### src/design/load_cell_serial_reader_top_macros.svh
// Assertion macros for the load cell serial reader; lcsr_back uses them.
// Expects aclk and aresetn to be visible where a macro is used.
`ifndef LOAD_CELL_SERIAL_READER_TOP_MACROS_SVH
`define LOAD_CELL_SERIAL_READER_TOP_MACROS_SVH

// Property that holds in the same cycle.
`define LCSR_ASSERT(label, prop, msg) \
    label: assert property (@(posedge aclk) disable iff (!aresetn) (prop)) \
        else $error(msg);

// Consequence that must hold in the cycle after the trigger.
`define LCSR_ASSERT_NEXT(label, trig, cons, msg) \
    label: assert property (@(posedge aclk) disable iff (!aresetn) (trig) |=> (cons)) \
        else $error(msg);

`endif

### src/design/lcsr_pkg.sv
// Shared types, constants and register map for the load cell serial reader.
// No dependencies.
package lcsr_pkg;

    localparam int RAW_BITS_DEF        = 24;
    localparam int SCALE_FRAC_BITS_DEF = 8;

    localparam int OFFSET_W = 24;
    localparam int SCALE_W  = 24;
    localparam int WEIGHT_W = 32;
    localparam int QUO_W    = WEIGHT_W - 1;
    localparam int ADDR_W   = 4;
    localparam int DATA_W   = 32;
    localparam int QUEUE_DEPTH = 2;

    // Register indexes (byte address is four times the index).
    localparam logic [1:0] REG_ENABLE = 2'd0;
    localparam logic [1:0] REG_OFFSET = 2'd1;
    localparam logic [1:0] REG_SCALE  = 2'd2;
    localparam logic [1:0] REG_GLITCH = 2'd3;

    localparam logic [OFFSET_W-1:0] OFFSET_RST = '0;
    localparam logic [SCALE_W-1:0]  SCALE_RST  = 24'd256;
    localparam logic [WEIGHT_W-1:0] GLITCH_RST = 32'd342;

    localparam logic [WEIGHT_W-1:0] WEIGHT_MAX = 32'h7FFF_FFFF;
    localparam logic [WEIGHT_W-1:0] WEIGHT_MIN = 32'h8000_0000;

    typedef struct packed {
        logic pulse;
        logic done;
        logic busy;
    } slot_flags_t;

    typedef struct packed {
        logic             done;
        logic             neg;
        logic             sat;
        logic             zero;
        logic [QUO_W-1:0] q;
    } div_res_t;

endpackage

### src/design/load_cell_serial_reader_top.sv
// Order: a plain slot is written into the queue, then popped into the result register
// once the output is free; a completion slot waits for the one-bit-per-cycle divider
// (31 steps), whose steps are skipped when the weight saturates or the difference is zero.
// Throughput: one slot per cycle while the two-entry queue has room; a completion slot
// holds the back end until its weight is loaded. Reset is synchronous and active low; it
// clears the sequencer, queue and output, restores register defaults, and needs no clearing pass.
module load_cell_serial_reader_top #(
    parameter int RAW_BITS        = lcsr_pkg::RAW_BITS_DEF,
    parameter int SCALE_FRAC_BITS = lcsr_pkg::SCALE_FRAC_BITS_DEF
) (
    input  logic                                 aclk,
    input  logic                                 aresetn,
    input  logic                                 psel,
    input  logic                                 penable,
    input  logic                                 pwrite,
    input  logic [lcsr_pkg::ADDR_W-1:0]          paddr,
    input  logic [lcsr_pkg::DATA_W-1:0]          pwdata,
    output logic [lcsr_pkg::DATA_W-1:0]          prdata,
    output logic                                 pready,
    input  logic                                 s_valid,
    output logic                                 s_ready,
    input  logic                                 s_dout_level,
    output logic                                 m_valid,
    input  logic                                 m_ready,
    output logic                                 m_clock_pulse,
    output logic                                 m_new_weight,
    output logic signed [lcsr_pkg::WEIGHT_W-1:0] m_weight,
    output logic                                 m_busy_res
);

    localparam int OFFSET_W = lcsr_pkg::OFFSET_W;
    localparam int SCALE_W  = lcsr_pkg::SCALE_W;
    localparam int WEIGHT_W = lcsr_pkg::WEIGHT_W;
    localparam int FLAGS_W  = $bits(lcsr_pkg::slot_flags_t);
    localparam int ENTRY_W  = FLAGS_W + RAW_BITS;

    logic                       enable_reg;
    logic signed [OFFSET_W-1:0] offset_reg;
    logic [SCALE_W-1:0]         scale_reg;
    logic signed [WEIGHT_W-1:0] glitch_reg;
    logic                       cfg_write;
    logic [1:0]                 reg_index;

    logic                  push;
    lcsr_pkg::slot_flags_t push_flags;
    logic [RAW_BITS-1:0]   push_raw;
    logic                  pop;
    logic                  queue_empty;
    logic                  queue_full;
    logic [ENTRY_W-1:0]    head_data;
    lcsr_pkg::slot_flags_t head_flags;
    logic [RAW_BITS-1:0]   head_raw;

    assign pready    = 1'b1;
    assign cfg_write = psel && penable && pwrite;
    assign reg_index = paddr[3:2];

    always_ff @(posedge aclk) begin
        if (!aresetn) begin
            enable_reg <= 1'b0;
            offset_reg <= lcsr_pkg::OFFSET_RST;
            scale_reg  <= lcsr_pkg::SCALE_RST;
            glitch_reg <= lcsr_pkg::GLITCH_RST;
        end else if (cfg_write) begin
            case (reg_index)
                lcsr_pkg::REG_ENABLE: enable_reg <= pwdata[0];
                lcsr_pkg::REG_OFFSET: offset_reg <= pwdata[OFFSET_W-1:0];
                lcsr_pkg::REG_SCALE:  scale_reg  <= pwdata[SCALE_W-1:0];
                lcsr_pkg::REG_GLITCH: glitch_reg <= pwdata[WEIGHT_W-1:0];
                default: begin
                end
            endcase
        end
    end

    always_comb begin
        case (reg_index)
            lcsr_pkg::REG_ENABLE: prdata = {{(lcsr_pkg::DATA_W-1){1'b0}}, enable_reg};
            lcsr_pkg::REG_OFFSET: prdata = lcsr_pkg::DATA_W'($unsigned(offset_reg));
            lcsr_pkg::REG_SCALE:  prdata = lcsr_pkg::DATA_W'(scale_reg);
            lcsr_pkg::REG_GLITCH: prdata = glitch_reg;
            default:              prdata = '0;
        endcase
    end

    lcsr_front #(
        .RAW_BITS (RAW_BITS)
    ) u_front (
        .aclk         (aclk),
        .aresetn      (aresetn),
        .enable       (enable_reg),
        .s_valid      (s_valid),
        .s_dout_level (s_dout_level),
        .s_ready      (s_ready),
        .queue_full   (queue_full),
        .push         (push),
        .push_flags   (push_flags),
        .push_raw     (push_raw)
    );

    lcsr_fifo #(
        .WIDTH (ENTRY_W),
        .DEPTH (lcsr_pkg::QUEUE_DEPTH)
    ) u_fifo (
        .aclk      (aclk),
        .aresetn   (aresetn),
        .push      (push),
        .push_data ({push_flags, push_raw}),
        .pop       (pop),
        .head_data (head_data),
        .empty     (queue_empty),
        .full      (queue_full)
    );

    assign head_flags = head_data[ENTRY_W-1 -: FLAGS_W];
    assign head_raw   = head_data[RAW_BITS-1:0];

    lcsr_back #(
        .RAW_BITS        (RAW_BITS),
        .SCALE_FRAC_BITS (SCALE_FRAC_BITS)
    ) u_back (
        .aclk          (aclk),
        .aresetn       (aresetn),
        .queue_empty   (queue_empty),
        .head_flags    (head_flags),
        .head_raw      (head_raw),
        .pop           (pop),
        .offset        (offset_reg),
        .scale         (scale_reg),
        .glitch_value  (glitch_reg),
        .m_valid       (m_valid),
        .m_ready       (m_ready),
        .m_clock_pulse (m_clock_pulse),
        .m_new_weight  (m_new_weight),
        .m_weight      (m_weight),
        .m_busy_res    (m_busy_res)
    );

endmodule

### src/design/lcsr_front.sv
// Front end: takes pulse slots, runs the read sequence and classifies each slot.
// Depends on lcsr_pkg.
module lcsr_front #(
    parameter int RAW_BITS = lcsr_pkg::RAW_BITS_DEF
) (
    input  logic                 aclk,
    input  logic                 aresetn,
    input  logic                 enable,
    input  logic                 s_valid,
    input  logic                 s_dout_level,
    output logic                 s_ready,
    input  logic                 queue_full,
    output logic                 push,
    output lcsr_pkg::slot_flags_t push_flags,
    output logic [RAW_BITS-1:0]  push_raw
);

    localparam int DONE_PHASE = RAW_BITS + 1;
    localparam int PHASE_W    = $clog2(DONE_PHASE + 1);

    logic [PHASE_W-1:0]  phase_reg, phase_next;
    logic                last_dout_reg;
    logic [RAW_BITS-1:0] shift_reg, shift_next;

    assign s_ready  = !queue_full;
    assign push     = s_valid && s_ready;
    assign push_raw = shift_reg;

    always_comb begin
        phase_next = phase_reg;
        shift_next = shift_reg;
        push_flags = '0;
        if (phase_reg == '0) begin
            if (enable && last_dout_reg && !s_dout_level) begin
                phase_next = PHASE_W'(1);
            end
        end else if (phase_reg <= PHASE_W'(RAW_BITS)) begin
            push_flags.pulse = 1'b1;
            shift_next = {shift_reg[RAW_BITS-2:0], s_dout_level};
            phase_next = phase_reg + PHASE_W'(1);
        end else begin
            // Extra pulse: the word is complete and goes to the divider.
            push_flags.pulse = 1'b1;
            push_flags.done  = 1'b1;
            phase_next = '0;
        end
        push_flags.busy = (phase_next != '0);
    end

    always_ff @(posedge aclk) begin
        if (!aresetn) begin
            phase_reg     <= '0;
            last_dout_reg <= 1'b1;
            shift_reg     <= '0;
        end else if (push) begin
            phase_reg     <= phase_next;
            last_dout_reg <= s_dout_level;
            shift_reg     <= shift_next;
        end
    end

endmodule

### src/design/lcsr_fifo.sv
// Short register queue between the front end and the back end.
// Depends on nothing but its parameters.
module lcsr_fifo #(
    parameter int WIDTH = 8,
    parameter int DEPTH = 2
) (
    input  logic             aclk,
    input  logic             aresetn,
    input  logic             push,
    input  logic [WIDTH-1:0] push_data,
    input  logic             pop,
    output logic [WIDTH-1:0] head_data,
    output logic             empty,
    output logic             full
);

    localparam int PTR_W = (DEPTH > 1) ? $clog2(DEPTH) : 1;
    localparam int CNT_W = $clog2(DEPTH + 1);

    logic [WIDTH-1:0] entry_reg [DEPTH];
    logic [PTR_W-1:0] wr_ptr_reg, wr_ptr_next;
    logic [PTR_W-1:0] rd_ptr_reg, rd_ptr_next;
    logic [CNT_W-1:0] count_reg, count_next;

    assign empty     = (count_reg == '0);
    assign full      = (count_reg == CNT_W'(DEPTH));
    assign head_data = entry_reg[rd_ptr_reg];

    always_comb begin
        wr_ptr_next = wr_ptr_reg;
        rd_ptr_next = rd_ptr_reg;
        count_next  = count_reg;
        if (push) begin
            wr_ptr_next = (wr_ptr_reg == PTR_W'(DEPTH - 1)) ? '0 : wr_ptr_reg + PTR_W'(1);
        end
        if (pop) begin
            rd_ptr_next = (rd_ptr_reg == PTR_W'(DEPTH - 1)) ? '0 : rd_ptr_reg + PTR_W'(1);
        end
        if (push && !pop) begin
            count_next = count_reg + CNT_W'(1);
        end else if (pop && !push) begin
            count_next = count_reg - CNT_W'(1);
        end
    end

    always_ff @(posedge aclk) begin
        if (!aresetn) begin
            wr_ptr_reg <= '0;
            rd_ptr_reg <= '0;
            count_reg  <= '0;
        end else begin
            wr_ptr_reg <= wr_ptr_next;
            rd_ptr_reg <= rd_ptr_next;
            count_reg  <= count_next;
        end
    end

    always_ff @(posedge aclk) begin
        if (push) begin
            entry_reg[wr_ptr_reg] <= push_data;
        end
    end

endmodule

### src/design/lcsr_div.sv
// Sequential weight divider: offset subtraction, then restoring division one
// quotient bit per cycle with an up-front saturation check. Depends on lcsr_pkg.
module lcsr_div #(
    parameter int RAW_BITS        = lcsr_pkg::RAW_BITS_DEF,
    parameter int SCALE_FRAC_BITS = lcsr_pkg::SCALE_FRAC_BITS_DEF
) (
    input  logic                                 aclk,
    input  logic                                 aresetn,
    input  logic                                 start,
    input  logic [RAW_BITS-1:0]                  raw,
    input  logic signed [lcsr_pkg::OFFSET_W-1:0] offset,
    input  logic [lcsr_pkg::SCALE_W-1:0]         scale,
    output lcsr_pkg::div_res_t                   res
);

    localparam int SCALE_W = lcsr_pkg::SCALE_W;
    localparam int QUO_W   = lcsr_pkg::QUO_W;
    localparam int DIFF_W  = ((RAW_BITS > lcsr_pkg::OFFSET_W) ? RAW_BITS
                                                              : lcsr_pkg::OFFSET_W) + 1;
    localparam int DVD_W   = DIFF_W + SCALE_FRAC_BITS;
    localparam int LIM_W   = SCALE_W + QUO_W;
    localparam int CMP_W   = (DVD_W > LIM_W) ? DVD_W : LIM_W;
    localparam int CNT_W   = $clog2(QUO_W);

    localparam logic [1:0] D_IDLE = 2'd0;
    localparam logic [1:0] D_PREP = 2'd1;
    localparam logic [1:0] D_RUN  = 2'd2;

    logic [1:0]               stage_reg, stage_next;
    logic [CNT_W-1:0]         cnt_reg, cnt_next;
    logic signed [DIFF_W-1:0] diff_reg;
    logic [SCALE_W-1:0]       rem_reg, rem_next;
    logic [QUO_W-1:0]         low_reg, low_next;
    logic [QUO_W-1:0]         q_reg, q_next;
    logic                     neg_reg, sat_reg, zero_reg;

    logic [DIFF_W-1:0]  mag;
    logic [CMP_W-1:0]   dvd;
    logic [CMP_W-1:0]   lim;
    logic [SCALE_W:0]   trial;
    logic               trial_ge;

    assign mag   = diff_reg[DIFF_W-1] ? DIFF_W'(-diff_reg) : DIFF_W'(diff_reg);
    assign dvd   = CMP_W'(mag) << SCALE_FRAC_BITS;
    assign lim   = CMP_W'(scale) << QUO_W;
    assign trial = {rem_reg, low_reg[QUO_W-1]};
    assign trial_ge = (trial >= {1'b0, scale});

    always_comb begin
        stage_next = stage_reg;
        cnt_next   = cnt_reg;
        rem_next   = rem_reg;
        low_next   = low_reg;
        q_next     = q_reg;
        case (stage_reg)
            D_IDLE: begin
                if (start) begin
                    stage_next = D_PREP;
                end
            end
            D_PREP: begin
                // Quotient needs 31 bits or fewer once the saturation check fails,
                // so the upper dividend bits already sit below the divisor.
                rem_next = dvd[QUO_W +: SCALE_W];
                low_next = dvd[QUO_W-1:0];
                q_next   = '0;
                cnt_next = CNT_W'(QUO_W - 1);
                stage_next = ((dvd >= lim) || (mag == '0)) ? D_IDLE : D_RUN;
            end
            D_RUN: begin
                rem_next = trial_ge ? SCALE_W'(trial - {1'b0, scale}) : trial[SCALE_W-1:0];
                low_next = {low_reg[QUO_W-2:0], 1'b0};
                q_next   = {q_reg[QUO_W-2:0], trial_ge};
                cnt_next = cnt_reg - CNT_W'(1);
                if (cnt_reg == '0) begin
                    stage_next = D_IDLE;
                end
            end
            default: begin
                stage_next = D_IDLE;
            end
        endcase
    end

    always_ff @(posedge aclk) begin
        if (!aresetn) begin
            stage_reg <= D_IDLE;
        end else begin
            stage_reg <= stage_next;
        end
    end

    always_ff @(posedge aclk) begin
        cnt_reg <= cnt_next;
        rem_reg <= rem_next;
        low_reg <= low_next;
        q_reg   <= q_next;
        if (stage_reg == D_IDLE && start) begin
            diff_reg <= DIFF_W'($signed(raw)) - DIFF_W'(offset);
        end
        if (stage_reg == D_PREP) begin
            neg_reg  <= diff_reg[DIFF_W-1];
            sat_reg  <= (dvd >= lim);
            zero_reg <= (mag == '0);
        end
    end

    assign res.done = (stage_reg == D_IDLE);
    assign res.neg  = neg_reg;
    assign res.sat  = sat_reg;
    assign res.zero = zero_reg;
    assign res.q    = q_reg;

endmodule

### src/design/lcsr_back.sv
// Back end: drains the slot queue, runs the divider for completed reads and
// drives the registered result channel. Depends on lcsr_pkg, lcsr_div and the assertion macros.
`include "load_cell_serial_reader_top_macros.svh"

module lcsr_back #(
    parameter int RAW_BITS        = lcsr_pkg::RAW_BITS_DEF,
    parameter int SCALE_FRAC_BITS = lcsr_pkg::SCALE_FRAC_BITS_DEF
) (
    input  logic                                 aclk,
    input  logic                                 aresetn,
    input  logic                                 queue_empty,
    input  lcsr_pkg::slot_flags_t                head_flags,
    input  logic [RAW_BITS-1:0]                  head_raw,
    output logic                                 pop,
    input  logic signed [lcsr_pkg::OFFSET_W-1:0] offset,
    input  logic [lcsr_pkg::SCALE_W-1:0]         scale,
    input  logic signed [lcsr_pkg::WEIGHT_W-1:0] glitch_value,
    output logic                                 m_valid,
    input  logic                                 m_ready,
    output logic                                 m_clock_pulse,
    output logic                                 m_new_weight,
    output logic signed [lcsr_pkg::WEIGHT_W-1:0] m_weight,
    output logic                                 m_busy_res
);

    localparam int WEIGHT_W = lcsr_pkg::WEIGHT_W;

    localparam logic ST_IDLE = 1'b0;
    localparam logic ST_DIV  = 1'b1;

    logic                  state_reg, state_next;
    logic                  m_valid_reg;
    lcsr_pkg::slot_flags_t out_flags_reg, out_flags;
    logic [WEIGHT_W-1:0]   held_reg, held_next;
    logic [WEIGHT_W-1:0]   weight_reg;
    logic [WEIGHT_W-1:0]   calc_w;
    logic [WEIGHT_W-1:0]   q_ext;
    logic                  out_free;
    logic                  out_load;
    logic                  div_start;
    lcsr_pkg::div_res_t    div_res;

    lcsr_div #(
        .RAW_BITS        (RAW_BITS),
        .SCALE_FRAC_BITS (SCALE_FRAC_BITS)
    ) u_div (
        .aclk    (aclk),
        .aresetn (aresetn),
        .start   (div_start),
        .raw     (head_raw),
        .offset  (offset),
        .scale   (scale),
        .res     (div_res)
    );

    assign out_free = !m_valid_reg || m_ready;
    assign q_ext    = {1'b0, div_res.q};

    always_comb begin
        if (div_res.zero) begin
            calc_w = '0;
        end else if (div_res.sat) begin
            calc_w = div_res.neg ? lcsr_pkg::WEIGHT_MIN : lcsr_pkg::WEIGHT_MAX;
        end else begin
            calc_w = div_res.neg ? ('0 - q_ext) : q_ext;
        end
    end

    always_comb begin
        state_next = state_reg;
        held_next  = held_reg;
        pop        = 1'b0;
        div_start  = 1'b0;
        out_load   = 1'b0;
        out_flags  = head_flags;
        case (state_reg)
            ST_IDLE: begin
                if (!queue_empty) begin
                    if (head_flags.done) begin
                        pop        = 1'b1;
                        div_start  = 1'b1;
                        state_next = ST_DIV;
                    end else if (out_free) begin
                        pop      = 1'b1;
                        out_load = 1'b1;
                    end
                end
            end
            ST_DIV: begin
                if (div_res.done && out_free) begin
                    out_load        = 1'b1;
                    out_flags.pulse = 1'b1;
                    out_flags.done  = 1'b1;
                    out_flags.busy  = 1'b0;
                    // A weight equal to the glitch value is dropped.
                    if (calc_w != glitch_value) begin
                        held_next = calc_w;
                    end
                    state_next = ST_IDLE;
                end
            end
            default: begin
                state_next = ST_IDLE;
            end
        endcase
    end

    always_ff @(posedge aclk) begin
        if (!aresetn) begin
            state_reg   <= ST_IDLE;
            m_valid_reg <= 1'b0;
            held_reg    <= '0;
        end else begin
            state_reg <= state_next;
            held_reg  <= held_next;
            if (out_load) begin
                m_valid_reg <= 1'b1;
            end else if (m_ready) begin
                m_valid_reg <= 1'b0;
            end
        end
    end

    always_ff @(posedge aclk) begin
        if (out_load) begin
            out_flags_reg <= out_flags;
            weight_reg    <= held_next;
        end
    end

    assign m_valid       = m_valid_reg;
    assign m_clock_pulse = out_flags_reg.pulse;
    assign m_new_weight  = out_flags_reg.done;
    assign m_busy_res    = out_flags_reg.busy;
    assign m_weight      = weight_reg;

    `LCSR_ASSERT(a_no_overwrite, out_load |-> (!m_valid_reg || m_ready), "beat overwritten")
    `LCSR_ASSERT(a_pop_nonempty, pop |-> !queue_empty, "pop from an empty slot queue")
    `LCSR_ASSERT(a_div_wait, (state_reg == ST_DIV && !div_res.done) |-> !out_load, "early weight")
    `LCSR_ASSERT_NEXT(a_div_started, div_start, !div_res.done, "divider did not start")

endmodule
### config.mk
export PLATFORM = sky130hd
export DESIGN_NAME = load_cell_serial_reader_top
export DESIGN_NICKNAME = d
export VERILOG_FILES = /design/src/design/lcsr_pkg.sv /design/src/design/load_cell_serial_reader_top.sv /design/src/design/lcsr_front.sv /design/src/design/lcsr_fifo.sv /design/src/design/lcsr_div.sv /design/src/design/lcsr_back.sv
export VERILOG_INCLUDE_DIRS = /design/src /design/src/design
export SDC_FILE = /design/constraint.sdc
export NUM_CORES = 1
export LEC_CHECK = 0
export BUFFER_PORTS_ARGS = -buffer_cell sky130_fd_sc_hd__buf_2
export CORE_ASPECT_RATIO = 1.5
export CORE_MARGIN = 2
export CORE_UTILIZATION = 25
export DETAILED_ROUTE_END_ITERATION = 10
export HOLD_SLACK_MARGIN = 0.15
export PLACE_DENSITY = 0.42
export SLEW_MARGIN = 0
export SYNTH_ARGS = -nofsm -noshare
export SYNTH_HDL_FRONTEND = slang
export SYNTH_SLANG_ARGS = --single-unit
### constraint.sdc
create_clock -name aclk -period 10.6 [get_ports aclk]
set_input_delay 2.12 -clock aclk [delete_from_list [all_inputs] [get_ports aclk]]
set_output_delay 2.12 -clock aclk [all_outputs]
set_load 0.01 [all_outputs]
==> impl_metrics.json, run 1 <==
{
  "start_util_pct": 25.2,
  "finalHoldViolCount": 0,
  "syn-num-nets": 2526,
  "crit_family": "simple AND/OR/NAND/NOR gates",
  "synth_ff_type": "edfxtp_1",
  "whs_path_depth": 2,
  "fin_total_pwr_mw": 5.51,
  "crit_path_max_fanout": 59,
  "yosys_warnings": 0,
  "crit_top_cell": "buf_2",
  "synth_edf_count": 200,
  "critPathRequiredTime_ns": 8.48,
  "core_mm2": 0.0847,
  "clock_sinks": 352,
  "first_pass_iters": 6,
  "finalInstanceArea_mm2": 0.0243,
  "start_kind": "primary input",
  "reg2reg_depth": 12,
  "nets": 2549,
  "clock-root-buffer": "clkbuf_16",
  "yosysUniqueCellTypes": 89,
  "critPathArrivalTime_ns": 4.48,
  "cts_tree": "done",
  "vias": 18400,
  "cts_made_buffers": 41,
  "wirelength_mm": 80.2,
  "antenna_found_initial": 2,
  "cts_buffer_depth": 3,
  "post_cts_buffers": 0,
  "area_growth_pct": 14.0,
  "largest_reg_flops": 54,
  "setup_slack_ns": 4.00,
  "postLayoutCoreUtil_pct": 28.7,
  "yosysTopAreaCell": "edfxtp_1",
  "drtAntennaViolNets": 0,
  "synth_area_leaders": "edfxtp_1 (28%), dfxtp_1 (14%), nand2_1 (6.7%), a21oi_1 (4.4%), nor2_1 (3.6%)",
  "die_area_mm2": 0.0877,
  "worst_pin_slew_ns": 1.25,
  "final.period_utilization_pct": 62.3,
  "io_pins": 114,
  "via_per_inst": 5.10,
  "grt_max_degree": 77,
  "crit_cells": 5,
  "r2r_slack_ns": 5.19,
  "synth_area_mm2": 0.0213,
  "relSlewSlack_pct": 16.3,
  "fp.dieH_um": 362,
  "row_count": 131,
  "peakVddDrop_uv": 132,
  "die-width_um": 242,
  "syn_inst": 2421,
  "hold_class": "reg -> reg",
  "post-dp-hpwl_mm": 59.7,
  "reg2reg_from": "u_back.u_div.q_reg[0]",
  "drcViolationCount": 0,
  "clock_latency_ns": 0.59,
  "grtUsageTotal_pct": 17.8,
  "cts.htree.levels": 2,
  "numPortBuffers": 110,
  "drt-initial-drc-count": 1465,
  "placed_cell_area_mm2": 0.0229,
  "grt_pass1_vias": 18000,
  "tns_ns": 0,
  "pre_cts_slack_ns": 4.00,
  "slew_violations": 0,
  "fin_crit_ns": 6.60,
  "end_kind": "output port",
  "ys_seq_area_share_pct": 42.4,
  "rsz0062_at_grt": "false",
  "path_clk_slew_ns": 0.06,
  "final_common_cell": "nand2_1",
  "cp_cell_sequence": "buf_2, buf_4, nor2b_2, a22o_1, buf_2",
  "yosysTopAreaCellShare_pct": 28.2,
  "status": "complete, no violations",
  "final_cell_mix": "nand2_1 (377), nor2_1 (204), edfxtp_1 (200), a21oi_1 (186), dfxtp_1 (152)",
  "max_freq_mhz": 151,
  "setup_viol": 0,
  "hold_buffers": 0,
  "p_leak_nw": 8.38,
  "hold_end": "scale_reg[11]",
  "critPathMaxStageDelay_ns": 1.10,
  "r2r_end": "u_back.m_weight[27]",
  "post_cts_resized": 0,
  "ys_seq_elements": 352,
  "syn_area_per_cell_um2": 8.81,
  "cp_num_buf_inv": 3,
  "crit_type": "in -> out",
  "drive_above_1_share_pct": 12.9,
  "diodes": 0,
  "powerDensity_mw_per_mm2": 227,
  "finalClockSkew_ns": 0.0193,
  "crit_slowest_cell": "nor2b_2",
  "grt_pass1_wl_mm": 118,
  "wl_per_cell_um": 22.2,
  "synthArstFlopShare_pct": 0,
  "routabilityCongestion": 0.939,
  "hold_start": "scale_reg[11]",
  "max_cap_violations": 0,
  "gr-total-overflow": 0
}
==> worst max-delay path by stage <==
stage,from,endpoint
floorplan,paddr[3],prdata[10]
global placement,paddr[2],prdata[21]
detailed placement,paddr[2],prdata[21]
CTS,paddr[2],prdata[21]
global route,paddr[2],prdata[21]
finish,paddr[2],prdata[21]
==> through the flow <==
stage	hold slack [ns]	cells
6_report	0.463	3607
4_1_cts	0.457	3607
3_5_place_dp	0.443	3531
2_1_floorplan	0.424	2421
3_3_place_gp	0.439	3531
5_1_grt	0.482	3607
==> report_power, final <==
| group | total, mW | switching (mW) | internal, mW | leakage [nW] |
|---|---|---|---|---|
| registers | 2.06 | 0.225 | 1.83 | 3.09 |
| logic | 2.00 | 1.26 | 0.741 | 4.62 |
| clock network | 1.46 | 0.629 | 0.827 | 0.663 |
| total | 5.51 | 2.11 | 3.40 | 8.38 |
==> per-layer routing <==
layer / wire, um / track usage, % / up-vias
met5: 0 / 0 / -
met4: 3510 / 7.47 / 0
met3: 3260 / 2.03 / 141
met2: 41000 / 32.8 / 526
met1: 32400 / 20.7 / 8970
li1: - / - / 8769
==> tightest hold or removal path: cells and delay by family (launching register included) <==
| kind | cells | cell delay [ns] |
|---|---|---|
| AOI/OAI and AO/OA | 1 | 0.05 |
| DFF | 1 | 0.31 |
| and+or+nand+nor | 1 | 0.05 |
==> final cells by class <==
| type | count | area (um^2) |
|---|---|---|
| inverter | 116 | 438 |
| multi-input combinational | 1781 | 11200 |
| tap | 1130 | 1410 |
| clock buffer | 55 | 1120 |
| timing repair buffer | 152 | 866 |
| fill | 9055 | 60400 |
| clock inverter | 21 | 239 |
| sequential | 352 | 9050 |
==> cells by family (layout without fill, tap and decap cells) <==
| family | count (synthesis) | count (layout) | share of synthesized area, % |
|---|---|---|---|
| muxes | 123 | 123 | 6.47 |
| and+or+nand+nor | 955 | 955 | 21.5 |
| buffers and inverters | 288 | 344 | 5.36 |
| AOI/OAI and AO/OA | 556 | 556 | 17.1 |
| other | 1 | 1 | 0.0176 |
| DFF | 352 | 352 | 42.4 |
| adders and majority gates | 61 | 61 | 3.65 |
| xor gates and xnor gates | 85 | 85 | 3.49 |
==> synthesized netlist by cell type (8+ instances only) <==
library cell  number
a211oi_1          16
a21o_1            14
a21oi_1          186
a22o_1            25
a22oi_1           15
a31oi_1           18
and2_1            32
and3_1            38
buf_1             12
clkbuf_1         148
dfxtp_1          152
edfxtp_1         200
ha_1              59
inv_1            115
mux2_2            32
mux2_4            19
mux2i_1           71
nand2_1          378
nand2b_1          15
nand3_1           37
nand4_1           24
nor2_1           206
nor2b_1           17
nor3_1            58
nor3b_1           10
nor4_1            28
nor4b_1           10
o211ai_1          36
o21a_1            10
o21ai_0           89
o21bai_1          10
o22ai_1           19
o31ai_1           19
o41ai_1            8
or2_2             19
or3_1             25
or3b_2             8
or4_1             19
xnor2_1           54
xor2_1            31
Note: power is estimated with default switching activity, not from simulation.
==> inputs of run 2 (changes only) <==
--- a/config.mk
+++ b/config.mk
@@ -6,13 +6,14 @@
 export SDC_FILE = /design/constraint.sdc
 export NUM_CORES = 1
 export LEC_CHECK = 0
+export ABC_AREA = 1
 export BUFFER_PORTS_ARGS = -buffer_cell sky130_fd_sc_hd__buf_2
 export CORE_ASPECT_RATIO = 1.5
 export CORE_MARGIN = 2
 export CORE_UTILIZATION = 25
 export DETAILED_ROUTE_END_ITERATION = 10
 export HOLD_SLACK_MARGIN = 0.15
-export PLACE_DENSITY = 0.42
+export PLACE_DENSITY = 0.44
 export SLEW_MARGIN = 0
 export SYNTH_ARGS = -nofsm -noshare
 export SYNTH_HDL_FRONTEND = slang
==> constraint.sdc (replaced) <==
create_clock -name aclk -period 5.7 [get_ports aclk]
set_input_delay 1.14 -clock aclk [delete_from_list [all_inputs] [get_ports aclk]]
set_output_delay 1.14 -clock aclk [all_outputs]
set_load 0.01 [all_outputs]
==> run 2 against run 1 <==
Compared with the run above:
- sequential power rose by 100%
- sequential share of layout area rose by 3.5 points
- clock power rose by 85%
- first-iteration DRC count fell by 19%
==> impl_metrics.json, run 2 <==
{
  "status": "complete, no violations",
  "whs_path_depth": 1,
  "diodes": 0,
  "cts_tree": "done",
  "die_area_mm2": 0.0797,
  "synth_ff_type": "edfxtp_1",
  "grtUsageTotal_pct": 15.1,
  "wirelength_mm": 60.9,
  "setup_viol": 0,
  "drtAntennaViolNets": 0,
  "synth_edf_count": 200,
  "max_cap_violations": 0,
  "hold_buffers": 0,
  "drive_above_1_share_pct": 14.6,
  "hold_ws_ns": 0.457,
  "end_kind": "flop",
  "hold_class": "reg -> reg",
  "syn_area_per_cell_um2": 8.09,
  "vias": 16000,
  "yosysTopAreaCellShare_pct": 31.0,
  "pre_cts_slack_ns": 1.68,
  "synthArstFlopShare_pct": 0,
  "yosys_warnings": 0,
  "grt_pass1_wl_mm": 92.5,
  "antenna_found_initial": 0,
  "routabilityCongestion": 0.931,
  "grt_max_degree": 84,
  "synthTopCellsByCount": "nand2_1 (497), inv_1 (331), nor2_1 (211), edfxtp_1 (200), o21ai_0 (193)",
  "cts_buffer_depth": 3,
  "syn_inst": 2393,
  "stdcell_count": 3523,
  "hold_start": "u_fifo.rd_ptr_reg",
  "switching_share_pct": 41.3,
  "post_cts_resized": 0,
  "clockPowerShare_pct": 23.8,
  "clock_latency_ns": 0.59,
  "powerDensity_mw_per_mm2": 511,
  "crit_path_max_fanout": 52,
  "fillCellCount": 8356,
  "power_switching_mw": 4.69,
  "peakVddDrop_uv": 248,
  "max_freq_mhz": 251,
  "first_pass_iters": 5,
  "ys_seq_area_share_pct": 46.8,
  "fin_total_pwr_mw": 11.4,
  "drcViolationCount": 0,
  "p_leak_nw": 9.45,
  "clock-root-buffer": "clkbuf_16",
  "finalClockSkew_ns": 0.0310,
  "yosysTopAreaCell": "edfxtp_1",
  "worst_pin_slew_ns": 1.20,
  "reg2reg_depth": 16,
  "ys_seq_elements": 352,
  "syn-num-nets": 2498,
  "cts.htree.levels": 2,
  "start_kind": "flop",
  "fin_crit_ns": 3.99,
  "intPower_mw": 6.67,
  "gr-total-overflow": 0,
  "postLayoutCoreUtil_pct": 28.8,
  "tns_ns": 0,
  "area_growth_pct": 14.9,
  "setup_slack_ns": 1.71,
  "row_count": 125,
  "fp.dieH_um": 345,
  "final_common_cell": "nand2_1",
  "final_cell_mix": "nand2_1 (497), inv_1 (331), nor2_1 (207), edfxtp_1 (200), o21ai_0 (192)",
  "largest_reg_flops": 54,
  "crit_type": "reg -> reg",
  "post_cts_buffers": 0,
  "path_clk_slew_ns": 0.06,
  "io_pins": 114,
  "critPathRequiredTime_ns": 6.03,
  "via_per_inst": 4.56,
  "placed_cell_area_mm2": 0.0209,
  "relSlewSlack_pct": 20.1,
  "critPathArrivalTime_ns": 4.32,
  "numPortBuffers": 110,
  "grt_pass1_vias": 15500,
  "pwr-share-comb_pct": 39.9,
  "start_util_pct": 25.1,
  "die-width_um": 231,
  "startpoint": "u_back.u_div.neg_reg",
  "power_frac_seq_pct": 36.4,
  "cts_made_buffers": 40,
  "reg2reg_from": "u_back.u_div.neg_reg",
  "final.period_utilization_pct": 70.0,
  "clock_sinks": 352,
  "yosysUniqueCellTypes": 52,
  "finalInstanceArea_mm2": 0.0222,
  "nets": 2580,
  "finalHoldViolCount": 0,
  "rsz0062_at_grt": "false",
  "synth_most_common_cell": "nand2_1",
  "post-dp-hpwl_mm": 46.0,
  "slew_violations": 0,
  "synth_area_leaders": "edfxtp_1 (31%), dfxtp_1 (16%), nand2_1 (9.6%), inv_1 (6.4%), o21ai_0 (5.0%)",
  "place_inst": 3449,
  "r2r_slack_ns": 1.71,
  "drt-initial-drc-count": 1181,
  "core_mm2": 0.0771,
  "synth_area_mm2": 0.0194,
  "wl_per_cell_um": 17.3
}
## run 2: final timing paths
path | endpoint
setup / recovery | u_back.m_weight[0]
hold / removal | u_fifo.rd_ptr_reg
setup reg to reg | u_back.m_weight[0]
hold reg to reg | u_fifo.rd_ptr_reg
## run 2: final cells by class
type                            instances  area, um^2  share of cell area (%)
Sequential cell                       352        9050                    40.7
Inverter                              342        1280                    5.77
Clock inverter                         23         288                    1.29
Tap cell                             1016        1270                    5.72
Multi-Input combinational cell       1608        8570                    38.5
Timing Repair Buffer                  131         708                    3.18
Clock buffer                           51        1070                    4.82
## run 2: cell families (layout without fill, tap and decap cells)
logic type      after synthesis  after routing  share of synthesized area (%)
simple gates               1061           1061                           25.3
buf+inv                     433            547                           9.24
compound gates              427            427                           12.1
flops                       352            352                           46.8
fa+ha+maj                    61             61                           4.02
xor+xnor                     57             57                           2.58
other cells                   1              1                         0.0194
mux                           1              1                         0.0517
## run 2: power by group through the flow
stage | Clock [mW] | Combinational, mW | Sequential (mW)
2_1_floorplan | 0 | 3.21 | 4.13
3_3_place_gp | 0 | 4.53 | 4.18
3_5_place_dp | 0 | 4.58 | 4.19
4_1_cts | 2.79 | 4.60 | 4.14
5_1_grt | 2.86 | 5.12 | 4.21
6_report | 2.70 | 4.52 | 4.13
## run 2: layer usage
| layer | part of all wire (%) | global-route usage, % |
|---|---|---|
| met2 | 49 | 26.9 |
| met4 | 2.3 | 4.02 |
| met1 | 43 | 19.3 |
| met3 | 5.0 | 1.87 |
| met5 | 0 | 0 |
## run 2: worst max-delay path, cell delays in order (launching register included)
cell and delay (ns):
edfxtp_1 0.35, buf_4 0.30, a21oi_4 0.33, buf_4 0.53, nand2_1 0.24, nand2_1 0.10
nand2_1 0.05, nor2_1 0.09, nand2_1 0.07, nor2_1 0.21, nand2_1 0.10, nor2_2 0.13
nand3_4 0.48, nand2_8 0.50, nand2_1 0.08, nand2_1 0.09, inv_1 0.06
